===== src/rtl/core/stwq_pkg.sv =====
package stwq_pkg;

    localparam int QUEUE_DEPTH = 16;
    localparam int TIME_BITS   = 48;
    localparam int TASK_BITS   = 8;

    localparam int IDX_W = $clog2(QUEUE_DEPTH);
    localparam int CNT_W = $clog2(QUEUE_DEPTH + 1);
    localparam int SUM_W = IDX_W + 2;

    localparam logic CMD_INSERT = 1'b0;
    localparam logic CMD_POLL   = 1'b1;

    typedef logic [TIME_BITS-1:0] t_time;
    typedef logic [TASK_BITS-1:0] t_task;
    typedef logic [IDX_W-1:0]     t_idx;
    typedef logic [IDX_W:0]       t_ofs;
    typedef logic [CNT_W-1:0]     t_count;

    typedef struct packed {
        t_time wake;
        t_task id;
    } t_entry;

    localparam int ENTRY_W = $bits(t_entry);

    // ring position: base plus offset, folded back into the slot range
    function automatic t_idx wrap_add(input t_idx base, input t_ofs ofs);
        logic [SUM_W-1:0] s;
        s = SUM_W'(base) + SUM_W'(ofs);
        if (s >= SUM_W'(QUEUE_DEPTH)) begin
            s = s - SUM_W'(QUEUE_DEPTH);
        end
        return s[IDX_W-1:0];
    endfunction

endpackage


===== src/rtl/core/stwq_ram.sv =====
module stwq_ram #(
    parameter int WIDTH = 8,
    parameter int DEPTH = 16,
    parameter int AW    = $clog2(DEPTH)
) (
    input  logic             i_clk,
    input  logic             i_we,
    input  logic [AW-1:0]    i_waddr,
    input  logic [WIDTH-1:0] i_wdata,
    input  logic [AW-1:0]    i_raddr,
    output logic [WIDTH-1:0] o_rdata
);

    logic [WIDTH-1:0] r_mem [DEPTH];
    logic [WIDTH-1:0] r_rdata;

    always_ff @(posedge i_clk) begin
        if (i_we) begin
            r_mem[i_waddr] <= i_wdata;
        end
        r_rdata <= r_mem[i_raddr];
    end

    assign o_rdata = r_rdata;

endmodule


===== src/rtl/core/sorted_timer_wakeup_queue_core.sv =====
// Sorted wake-up queue: up to QUEUE_DEPTH task handles, kept in wake-time
// order in a ring buffer held in a single-port-read RAM, with the head entry
// mirrored in registers. Issue a command by raising start while busy is low;
// one result follows, shown for exactly one cycle with o_valid high, and the
// receiver cannot stall it, so capture it on that cycle. An insert walks the
// ring from the tail toward the head, one entry per cycle through the RAM's
// registered read port, moving each later entry up by one slot until it finds
// its place; if it passes every entry it becomes the head. An insert into an
// empty or full queue and a poll that removes nothing go straight to the
// result; a poll that removes the head passes through a head-reload state
// while entries remain (one RAM read refreshes the head copy). Equal wake
// times leave in arrival order. A full queue refuses an insert with insert_ok
// low. Busy stays high through the result cycle.
module sorted_timer_wakeup_queue_core (
    input  logic                   i_clk,
    input  logic                   i_rst_n,
    input  logic                   start,
    output logic                   busy,
    input  logic                   i_command,
    input  stwq_pkg::t_time        i_wake_time,
    input  stwq_pkg::t_task        i_task_id,
    input  stwq_pkg::t_time        i_current_time,
    output logic                   o_valid,
    output logic                   o_insert_ok,
    output logic                   o_ready_valid,
    output stwq_pkg::t_task        o_ready_task,
    output stwq_pkg::t_time        o_ready_time,
    output logic                   o_next_valid,
    output stwq_pkg::t_time        o_next_time,
    output stwq_pkg::t_count       o_entry_count
);

    localparam logic [2:0] S_IDLE = 3'd0;
    localparam logic [2:0] S_SCAN = 3'd1;  // compare entry k, shift it up or drop new item in
    localparam logic [2:0] S_PUT  = 3'd2;  // new item becomes the head
    localparam logic [2:0] S_HEAD = 3'd3;  // reload head copy after a poll
    localparam logic [2:0] S_RES  = 3'd4;

    // control state
    logic [2:0]          r_state, n_state;
    stwq_pkg::t_count    r_count, n_count;
    stwq_pkg::t_idx      r_head,  n_head;   // ring slot of the earliest entry

    // working and result payload
    stwq_pkg::t_idx      r_k,     n_k;      // queue position being examined
    stwq_pkg::t_entry    r_new,   n_new;
    stwq_pkg::t_entry    r_first, n_first;  // copy of the head entry
    logic                r_ins_ok, n_ins_ok;
    logic                r_rdy,    n_rdy;
    stwq_pkg::t_entry    r_taken,  n_taken;

    // ram port
    logic                ram_we;
    stwq_pkg::t_idx      ram_waddr;
    stwq_pkg::t_entry    ram_wdata;
    stwq_pkg::t_idx      ram_raddr;
    stwq_pkg::t_entry    ram_rdata;
    logic [stwq_pkg::ENTRY_W-1:0] ram_rbits;

    stwq_pkg::t_count    count_m1;
    stwq_pkg::t_ofs      k_plus1;

    stwq_ram #(
        .WIDTH (stwq_pkg::ENTRY_W),
        .DEPTH (stwq_pkg::QUEUE_DEPTH)
    ) u_slots (
        .i_clk   (i_clk),
        .i_we    (ram_we),
        .i_waddr (ram_waddr),
        .i_wdata (ram_wdata),
        .i_raddr (ram_raddr),
        .o_rdata (ram_rbits)
    );

    assign ram_rdata = stwq_pkg::t_entry'(ram_rbits);
    assign count_m1  = r_count - stwq_pkg::t_count'(1);
    assign k_plus1   = stwq_pkg::t_ofs'(r_k) + stwq_pkg::t_ofs'(1);

    always_comb begin
        n_state  = r_state;
        n_count  = r_count;
        n_head   = r_head;
        n_k      = r_k;
        n_new    = r_new;
        n_first  = r_first;
        n_ins_ok = r_ins_ok;
        n_rdy    = r_rdy;
        n_taken  = r_taken;
        ram_we    = 1'b0;
        ram_waddr = r_head;
        ram_wdata = r_new;
        ram_raddr = r_head;

        case (r_state)
            S_IDLE: begin
                if (start) begin
                    n_new.wake = i_wake_time;
                    n_new.id   = i_task_id;
                    n_ins_ok   = 1'b0;
                    n_rdy      = 1'b0;
                    n_taken    = '0;
                    n_state    = S_RES;
                    if (i_command == stwq_pkg::CMD_INSERT) begin
                        if (r_count == stwq_pkg::t_count'(0)) begin
                            // empty queue: the item lands at the head slot
                            ram_we     = 1'b1;
                            ram_waddr  = r_head;
                            ram_wdata  = n_new;
                            n_first    = n_new;
                            n_count    = stwq_pkg::t_count'(1);
                            n_ins_ok   = 1'b1;
                        end else if (r_count != stwq_pkg::t_count'(stwq_pkg::QUEUE_DEPTH)) begin
                            // start the walk at the tail entry
                            n_k       = count_m1[stwq_pkg::IDX_W-1:0];
                            ram_raddr = stwq_pkg::wrap_add(r_head, stwq_pkg::t_ofs'(n_k));
                            n_state   = S_SCAN;
                        end
                    end else begin
                        if (r_count != stwq_pkg::t_count'(0) &&
                            r_first.wake <= i_current_time) begin
                            n_rdy     = 1'b1;
                            n_taken   = r_first;
                            n_head    = stwq_pkg::wrap_add(r_head, stwq_pkg::t_ofs'(1));
                            n_count   = count_m1;
                            ram_raddr = n_head;
                            if (count_m1 != stwq_pkg::t_count'(0)) begin
                                n_state = S_HEAD;
                            end
                        end
                    end
                end
            end
            S_SCAN: begin
                ram_we    = 1'b1;
                ram_waddr = stwq_pkg::wrap_add(r_head, k_plus1);
                if (ram_rdata.wake > r_new.wake) begin
                    // later entry moves up one slot
                    ram_wdata = ram_rdata;
                    if (r_k == stwq_pkg::t_idx'(0)) begin
                        n_state = S_PUT;
                    end else begin
                        n_k       = r_k - stwq_pkg::t_idx'(1);
                        ram_raddr = stwq_pkg::wrap_add(r_head, stwq_pkg::t_ofs'(n_k));
                    end
                end else begin
                    // not later: new item goes right behind it
                    ram_wdata = r_new;
                    n_count   = r_count + stwq_pkg::t_count'(1);
                    n_ins_ok  = 1'b1;
                    n_state   = S_RES;
                end
            end
            S_PUT: begin
                ram_we    = 1'b1;
                ram_waddr = r_head;
                ram_wdata = r_new;
                n_first   = r_new;
                n_count   = r_count + stwq_pkg::t_count'(1);
                n_ins_ok  = 1'b1;
                n_state   = S_RES;
            end
            S_HEAD: begin
                n_first = ram_rdata;
                n_state = S_RES;
            end
            S_RES: begin
                n_state = S_IDLE;
            end
            default: begin
                n_state = S_IDLE;
            end
        endcase
    end

    always_ff @(posedge i_clk) begin
        if (!i_rst_n) begin
            r_state <= S_IDLE;
            r_count <= '0;
            r_head  <= '0;
        end else begin
            r_state <= n_state;
            r_count <= n_count;
            r_head  <= n_head;
        end
    end

    always_ff @(posedge i_clk) begin
        r_k      <= n_k;
        r_new    <= n_new;
        r_first  <= n_first;
        r_ins_ok <= n_ins_ok;
        r_rdy    <= n_rdy;
        r_taken  <= n_taken;
    end

    // result item, held in registers until the next command is accepted; o_valid marks the result cycle
    assign busy          = (r_state != S_IDLE);
    assign o_valid       = (r_state == S_RES);
    assign o_insert_ok   = r_ins_ok;
    assign o_ready_valid = r_rdy;
    assign o_ready_task  = r_rdy ? r_taken.id   : '0;
    assign o_ready_time  = r_rdy ? r_taken.wake : '0;
    assign o_next_valid  = (r_count != stwq_pkg::t_count'(0));
    assign o_next_time   = o_next_valid ? r_first.wake : '0;
    assign o_entry_count = r_count;

endmodule

===== config.mk =====
export PLATFORM = sky130hd
export DESIGN_NAME = sorted_timer_wakeup_queue_core
export DESIGN_NICKNAME = d
export VERILOG_FILES = /design/src/rtl/core/stwq_pkg.sv /design/src/rtl/core/stwq_ram.sv /design/src/rtl/core/sorted_timer_wakeup_queue_core.sv
export SDC_FILE = /design/constraint.sdc
export NUM_CORES = 1
export LEC_CHECK = 0
export ABC_CLOCK_PERIOD_IN_PS = 14700
export BUFFER_PORTS_ARGS = -buffer_cell sky130_fd_sc_hd__clkbuf_2
export CAP_MARGIN = 20
export CORE_ASPECT_RATIO = 1.5
export CORE_MARGIN = 2
export CORE_UTILIZATION = 30
export CTS_BUF_LIST = sky130_fd_sc_hd__clkbuf_8 sky130_fd_sc_hd__clkbuf_16
export CTS_CLUSTER_DIAMETER = 60
export DETAILED_ROUTE_END_ITERATION = 10
export PLACE_DENSITY = 0.47
export SLEW_MARGIN = 20
export SYNTH_ARGS = -nofsm -noshare
export SYNTH_HDL_FRONTEND = slang
export SYNTH_SLANG_ARGS = --single-unit
export TNS_END_PERCENT = 30

===== constraint.sdc =====
create_clock -name i_clk -period 14.7 [get_ports i_clk]
set_input_delay 0.735 -clock i_clk [delete_from_list [all_inputs] [get_ports i_clk]]
set_output_delay 0.735 -clock i_clk [all_outputs]
set_load 0.01 [all_outputs]

---- Word level (Yosys, flattened, before mapping) ----
Memory sizes are Yosys's and may differ from the RTL's. A register that Yosys moved wholly into a read port is not among the register bits.
Index checks and enable logic that the tools add are counted.
storage, ports and cells
  bits in registers ....................... 186
  bits in writable memories ............... 896
  input bits .............................. 108
  output and inout port bits .............. 114
  logic and storage cells ................. 124
  memories kept ........................... 1
memory list
  memory         depth  width  read ports  clocked after memory_dff  write ports  RTL line        text
  u_slots.r_mem  16     56     1           1                         1            stwq_ram.sv:14  logic [WIDTH-1:0] r_mem [DEPTH];
operators by class
  add/sub/neg operators ................... 12
  $lt $le $gt $ge ......................... 6
  equality and inequality tests ........... 16
  mux-type cells .......................... 57
  reductions and logical operators ........ 20
operators by type and width
  kind                   count
  $mux W56               7
  $pmux W56 S3           1
  $pmux W56 S2           1
  $mux W48               2
  $mux W4                18
  $gt A48 B48 Y1         1
  $le A48 B48 Y1         1
  $mux W5                5
  $mux W3                8
  $sub A4 B1 Y4 const B  5
  $ne A2 B2 Y1 const B   8
  $pmux W4 S2            2
  $ge A5 B5 Y1 const B   3
  $pmux W5 S3            1
  $add A4 B1 Y5 const B  2
  $add A4 B4 Y5          2
  $reduce_bool A5 Y1     2
  $ne A3 B3 Y1 const B   3
  $pmux W3 S3            1
  $reduce_bool A3 Y1     3
  $mux W1                8
  $mux W8                1
  $reduce_and A7 Y1      1
  $add A4 B5 Y6          1
  19 further kinds       24

---- Longest topological paths before layout ----
  depth in word-level cells ............... 9
  gate-level depth with buffers ........... 17
  mapped depth without buffers ............ 15

---- By module ----
Synthesis repeated with hierarchy kept, for this count alone.
unflattened totals
  cell total of the unflattened synthesis .. 2,767
  area total of the unflattened synthesis .. 47,575.6 um^2
modules (own cells, without submodules)
  module                          instances  cells an instance  area an instance (um^2)  sequential area each (um^2)
  stwq_ram                        1          1,445              34,678.3                 28,026.9
  sorted_timer_wakeup_queue_core  1          1,322              12,897.4                 5,465.2

---- Worst setup path before layout ----
Ideal clock, no wire load.
  kind .................................... reg-to-reg
  from .................................... reg r_count[0] (netlist: o_entry_count[0])
  to ...................................... reg r_first[0] (netlist bit) (enable)
  setup time .............................. 555 ps
  arrival time ............................ 5,754 ps
  data required time ...................... 14,145 ps
  path slack .............................. 8,390 ps
  stages on the path, launching flop included .. 8
  buffers on the path ..................... 0
  clock period less this slack ............ 6,310 ps
  path through ............................ dfxtp_1 > inv_1 > ha_1 > nand2_1 > nor2_1 > clkinv_1 > o21ai_0 > a21boi_0
between the ends
  longest elaborated chain between the ends .. 3
RTL lines
  item                         RTL line                               text
  start, declared              sorted_timer_wakeup_queue_core.sv:41   stwq_pkg::t_count r_count, n_count;
  start signal, assigned       sorted_timer_wakeup_queue_core.sv:182  r_count <= n_count;
  $logic_not A5 Y1             sorted_timer_wakeup_queue_core.sv:104  if (r_count == stwq_pkg::t_count'(0)) begin
  $ne A2 B2 Y1 (no line)       --
  $reduce_and A4 Y1 (no line)  --
  end signal, assigned         sorted_timer_wakeup_queue_core.sv:190  r_first <= n_first;
  end, declared                sorted_timer_wakeup_queue_core.sv:47   stwq_pkg::t_entry r_first, n_first;
No other way between the ends.
A chain may end at the register's enable or synchronous reset.

---- Worst setup path in the final report ----
  from .................................... reg r_new[38] (netlist bit)
  to ...................................... reg u_slots.r_rdata[46] (netlist: u_slots.o_rdata[46]), read port of u_slots.r_mem
between the ends
  longest elaborated chain between the ends .. 3
RTL lines
  item                    RTL line                               text
  start, declared         sorted_timer_wakeup_queue_core.sv:46   stwq_pkg::t_entry r_new, n_new;
  start signal, assigned  sorted_timer_wakeup_queue_core.sv:189  r_new <= n_new;
  $gt A48 B48 Y1          sorted_timer_wakeup_queue_core.sv:136  if (ram_rdata.wake > r_new.wake) begin
  $mux W4                 sorted_timer_wakeup_queue_core.sv:136
  $pmux W4 S2             sorted_timer_wakeup_queue_core.sv:94   case (r_state)
  end, declared           stwq_ram.sv:15                         logic [WIDTH-1:0] r_rdata;
No other way between the ends.

==> results.cfg <==
[run_status]
status = complete, no violations

[critical_path]
crit_arrival_ns = 6.87
critical_path_class = reg2reg
worstSetupStartpointType = register
worstPathMaxFanout = 183
required_ns = 15.23
crit_path_end_kind = register

[cells_and_area]
area_growth_pct = 14.7
most-common-layout-cells = edfxtp_1 (1,070), nand2_1 (882), a21oi_1 (234)
final_nets = 4190
design_area_um2 = 55500
drive_above_1_share_pct = 12.2
final_cells = 6153
mostFrequentLayoutCell = edfxtp_1

[clock_network]
cts_made_buffers = 103
htree_num_levels = 3
clk_pin_slew_ns = 0.07
clock_latency_ns = 0.72
post_cts_buffers = 0
cts-resized-gates = 0
cts_tree = built
cts.sinks = 1138
cts_buffer_depth = 3
ctsHoldBuffers = 0
root_buffer = clkbuf_16

[floorplan]
pin_count = 222
row_count = 180
die_y_um = 496
start_util_pct = 30.2
dieArea_um2 = 165000
coreArea_um2 = 160000
die_x_um = 332

[global_route]
grt.overflow.total = 0
grt.total_usage_pct = 17.4
antenna_found_initial = 1
grt_max_degree = 199
grt_pass1_wl_mm = 213
grt_pass1_vias = 30938

[synthesis]
synth_seq_cells = 1138
synth_seq_area_share_pct = 69.2
synth.avg_cell_area_um2 = 12.7
syn-num-nets = 4042
syn_area_um2 = 48400
synth_ff_type = edfxtp_1
synth-async-reset-ratio_pct = 0
synth_cell_types = 64
synth_warnings = 0
synth_edf_count = 1070
synth_cells = 3821

[timing]
finalCritPeriodShare_pct = 43.1
max_freq_mhz = 158
timing.final.ws_setup_ns = 8.36
finalSetupTns_ns = 0
worst_slew_pin_slew_ns = 1.21
slew_headroom_pct = 19.6
hold_viol_final = 0
period_minus_slack_ns = 6.34
drv_slew = 0
rsz0062_at_grt = false
setup_viol = 0
clock-skew-final_ns = 0.0247

[place]
routabilityCongestion = 0.803
place_ws_ns = 7.87
place_area_um2 = 51900
place_inst = 5957
dp_hpwl_mm = 80.7
portBuffers = 221

[power]
p_clk_share_pct = 23.6
p_sw_mw = 4.78
swShare_pct = 38.7
power-per-cell-area_nw_per_um2 = 222
total_power_mw = 12.3
p_seq_share_pct = 38.9
p_leak_nw = 20.2
max-vdd-ir-drop_mv = 0.178
p_comb_share_pct = 37.5
p_int_mw = 7.56

[detailed_routing]
routed_wirelength_mm = 146
via_per_inst = 5.11
wl_per_cell_um = 23.8
route.detailed.drc = 0
dr.pass1.iters = 6
antenna_left = 0
vias = 31428
first_iter_violations = 2731

[hold_path]
hp-class = in2reg

[job]
drv_cap = 0
## metal layers
metal / wire [um] / vias up / global-route usage, % / part of all wire [%]
met5: 0 / - / 0 / 0
met4: 3170 / 0 / 4.91 / 2.2
met3: 6440 / 156 / 1.72 / 4.4
met2: 74100 / 881 / 30.9 / 51
met1: 62700 / 15957 / 22.5 / 43
li1: - / 14434 / - / -
## final cells by class
| class | instances | area [um2] |
|---|---|---|
| inverters | 170 | 643 |
| clock buffers | 107 | 2670 |
| well taps | 2093 | 2620 |
| repair buffers | 288 | 1630 |
| diodes | 2 | 5.00 |
| fillers | 15686 | 105000 |
| flip-flops and latches | 1138 | 33500 |
| multi-input cells | 2268 | 13500 |
| clock inverters | 87 | 970 |
## path summary, 6_finish.rpt
kind / from / endpoint / slack (ns) / depth (start not counted)
setup / recovery: r_new[38] / u_slots.o_rdata[46] / 8.36 / 15
hold / removal: i_task_id[7] / r_new[7] / 0.23 / 1
hold reg to reg: r_first[7] / r_taken[7] / 0.52 / 1
setup reg to reg: r_new[38] / u_slots.o_rdata[46] / 8.36 / 15
## power groups by stage
stage	sequential, mW	clock (mW)	combinational [mW]
final	4.80	2.91	4.63
after global routing	4.84	3.08	5.11
after CTS	4.79	2.97	4.70
after detailed placement	4.86	0	4.68
after global placement	4.86	0	4.65
after floorplan	4.75	0	2.99
## cells by family after synthesis
kind of cell | count (synthesis) | synth area share (%)
adders and majority gates | 113 | 2.97
muxes | 58 | 1.20
DFF | 1138 | 69.2
xor gates and xnor gates | 13 | 0.235
and+or+nand+nor | 1353 | 12.3
AOI/OAI and AO/OA | 731 | 10.7
buffers and inverters | 415 | 3.43
## worst max-delay path, cell delays in order, from the launching register on
cell	delay (ns)
edfxtp_1	0.37
inv_1	0.05
ha_1	0.36
nand4_1	0.24
nor4_1	0.53
nand2_1	0.10
nor2_1	0.36
a2111oi_0	0.20
a211oi_1	0.49
a41o_4	0.77
buf_4	0.80
buf_12	0.70
nand2_1	0.11
nand2_1	0.09
a21oi_1	0.05
o311ai_1	0.76
## through the flow
stage / hold WS [ns] / utilization, %
floorplan: 0.497 / -
detailed placement: 0.509 / 32.4
CTS: 0.178 / 34.6
global placement: 0.501 / 32.4
global route: 0.216 / 34.6
finish: 0.230 / 34.6
## sequential cells by signal (all words and copies together), names as in the netlist
register / cells
r_new: 56
u_slots.r_mem: 896
r_first: 56
o_insert_ok: 1
o_ready_valid: 1
o_entry_count: 5
r_taken: 56
r_head: 4
r_state: 3
r_k: 4
u_slots.o_rdata: 56
## cell usage after synthesis, drive strengths merged (18+ instances only)
cell / count / area share, %
edfxtp: 1070 / 66
a21oi: 235 / 2.4
a222oi: 55 / 1.1
o21ai: 91 / 0.94
buf: 100 / 0.99
and2: 164 / 2.1
and3: 63 / 0.81
nand4: 22 / 0.28
a32oi: 114 / 2.1
a22oi: 60 / 0.93
inv: 168 / 1.3
nor3: 18 / 0.19
clkbuf: 145 / 1.1
ha: 110 / 2.8
nand2: 885 / 6.9
dfxtp: 68 / 2.8
nor2: 54 / 0.42
a211o: 59 / 1.1
mux2i: 57 / 1.2
o311ai: 57 / 1.0
nand3: 122 / 1.3
(Power assumes the default switching activity.)
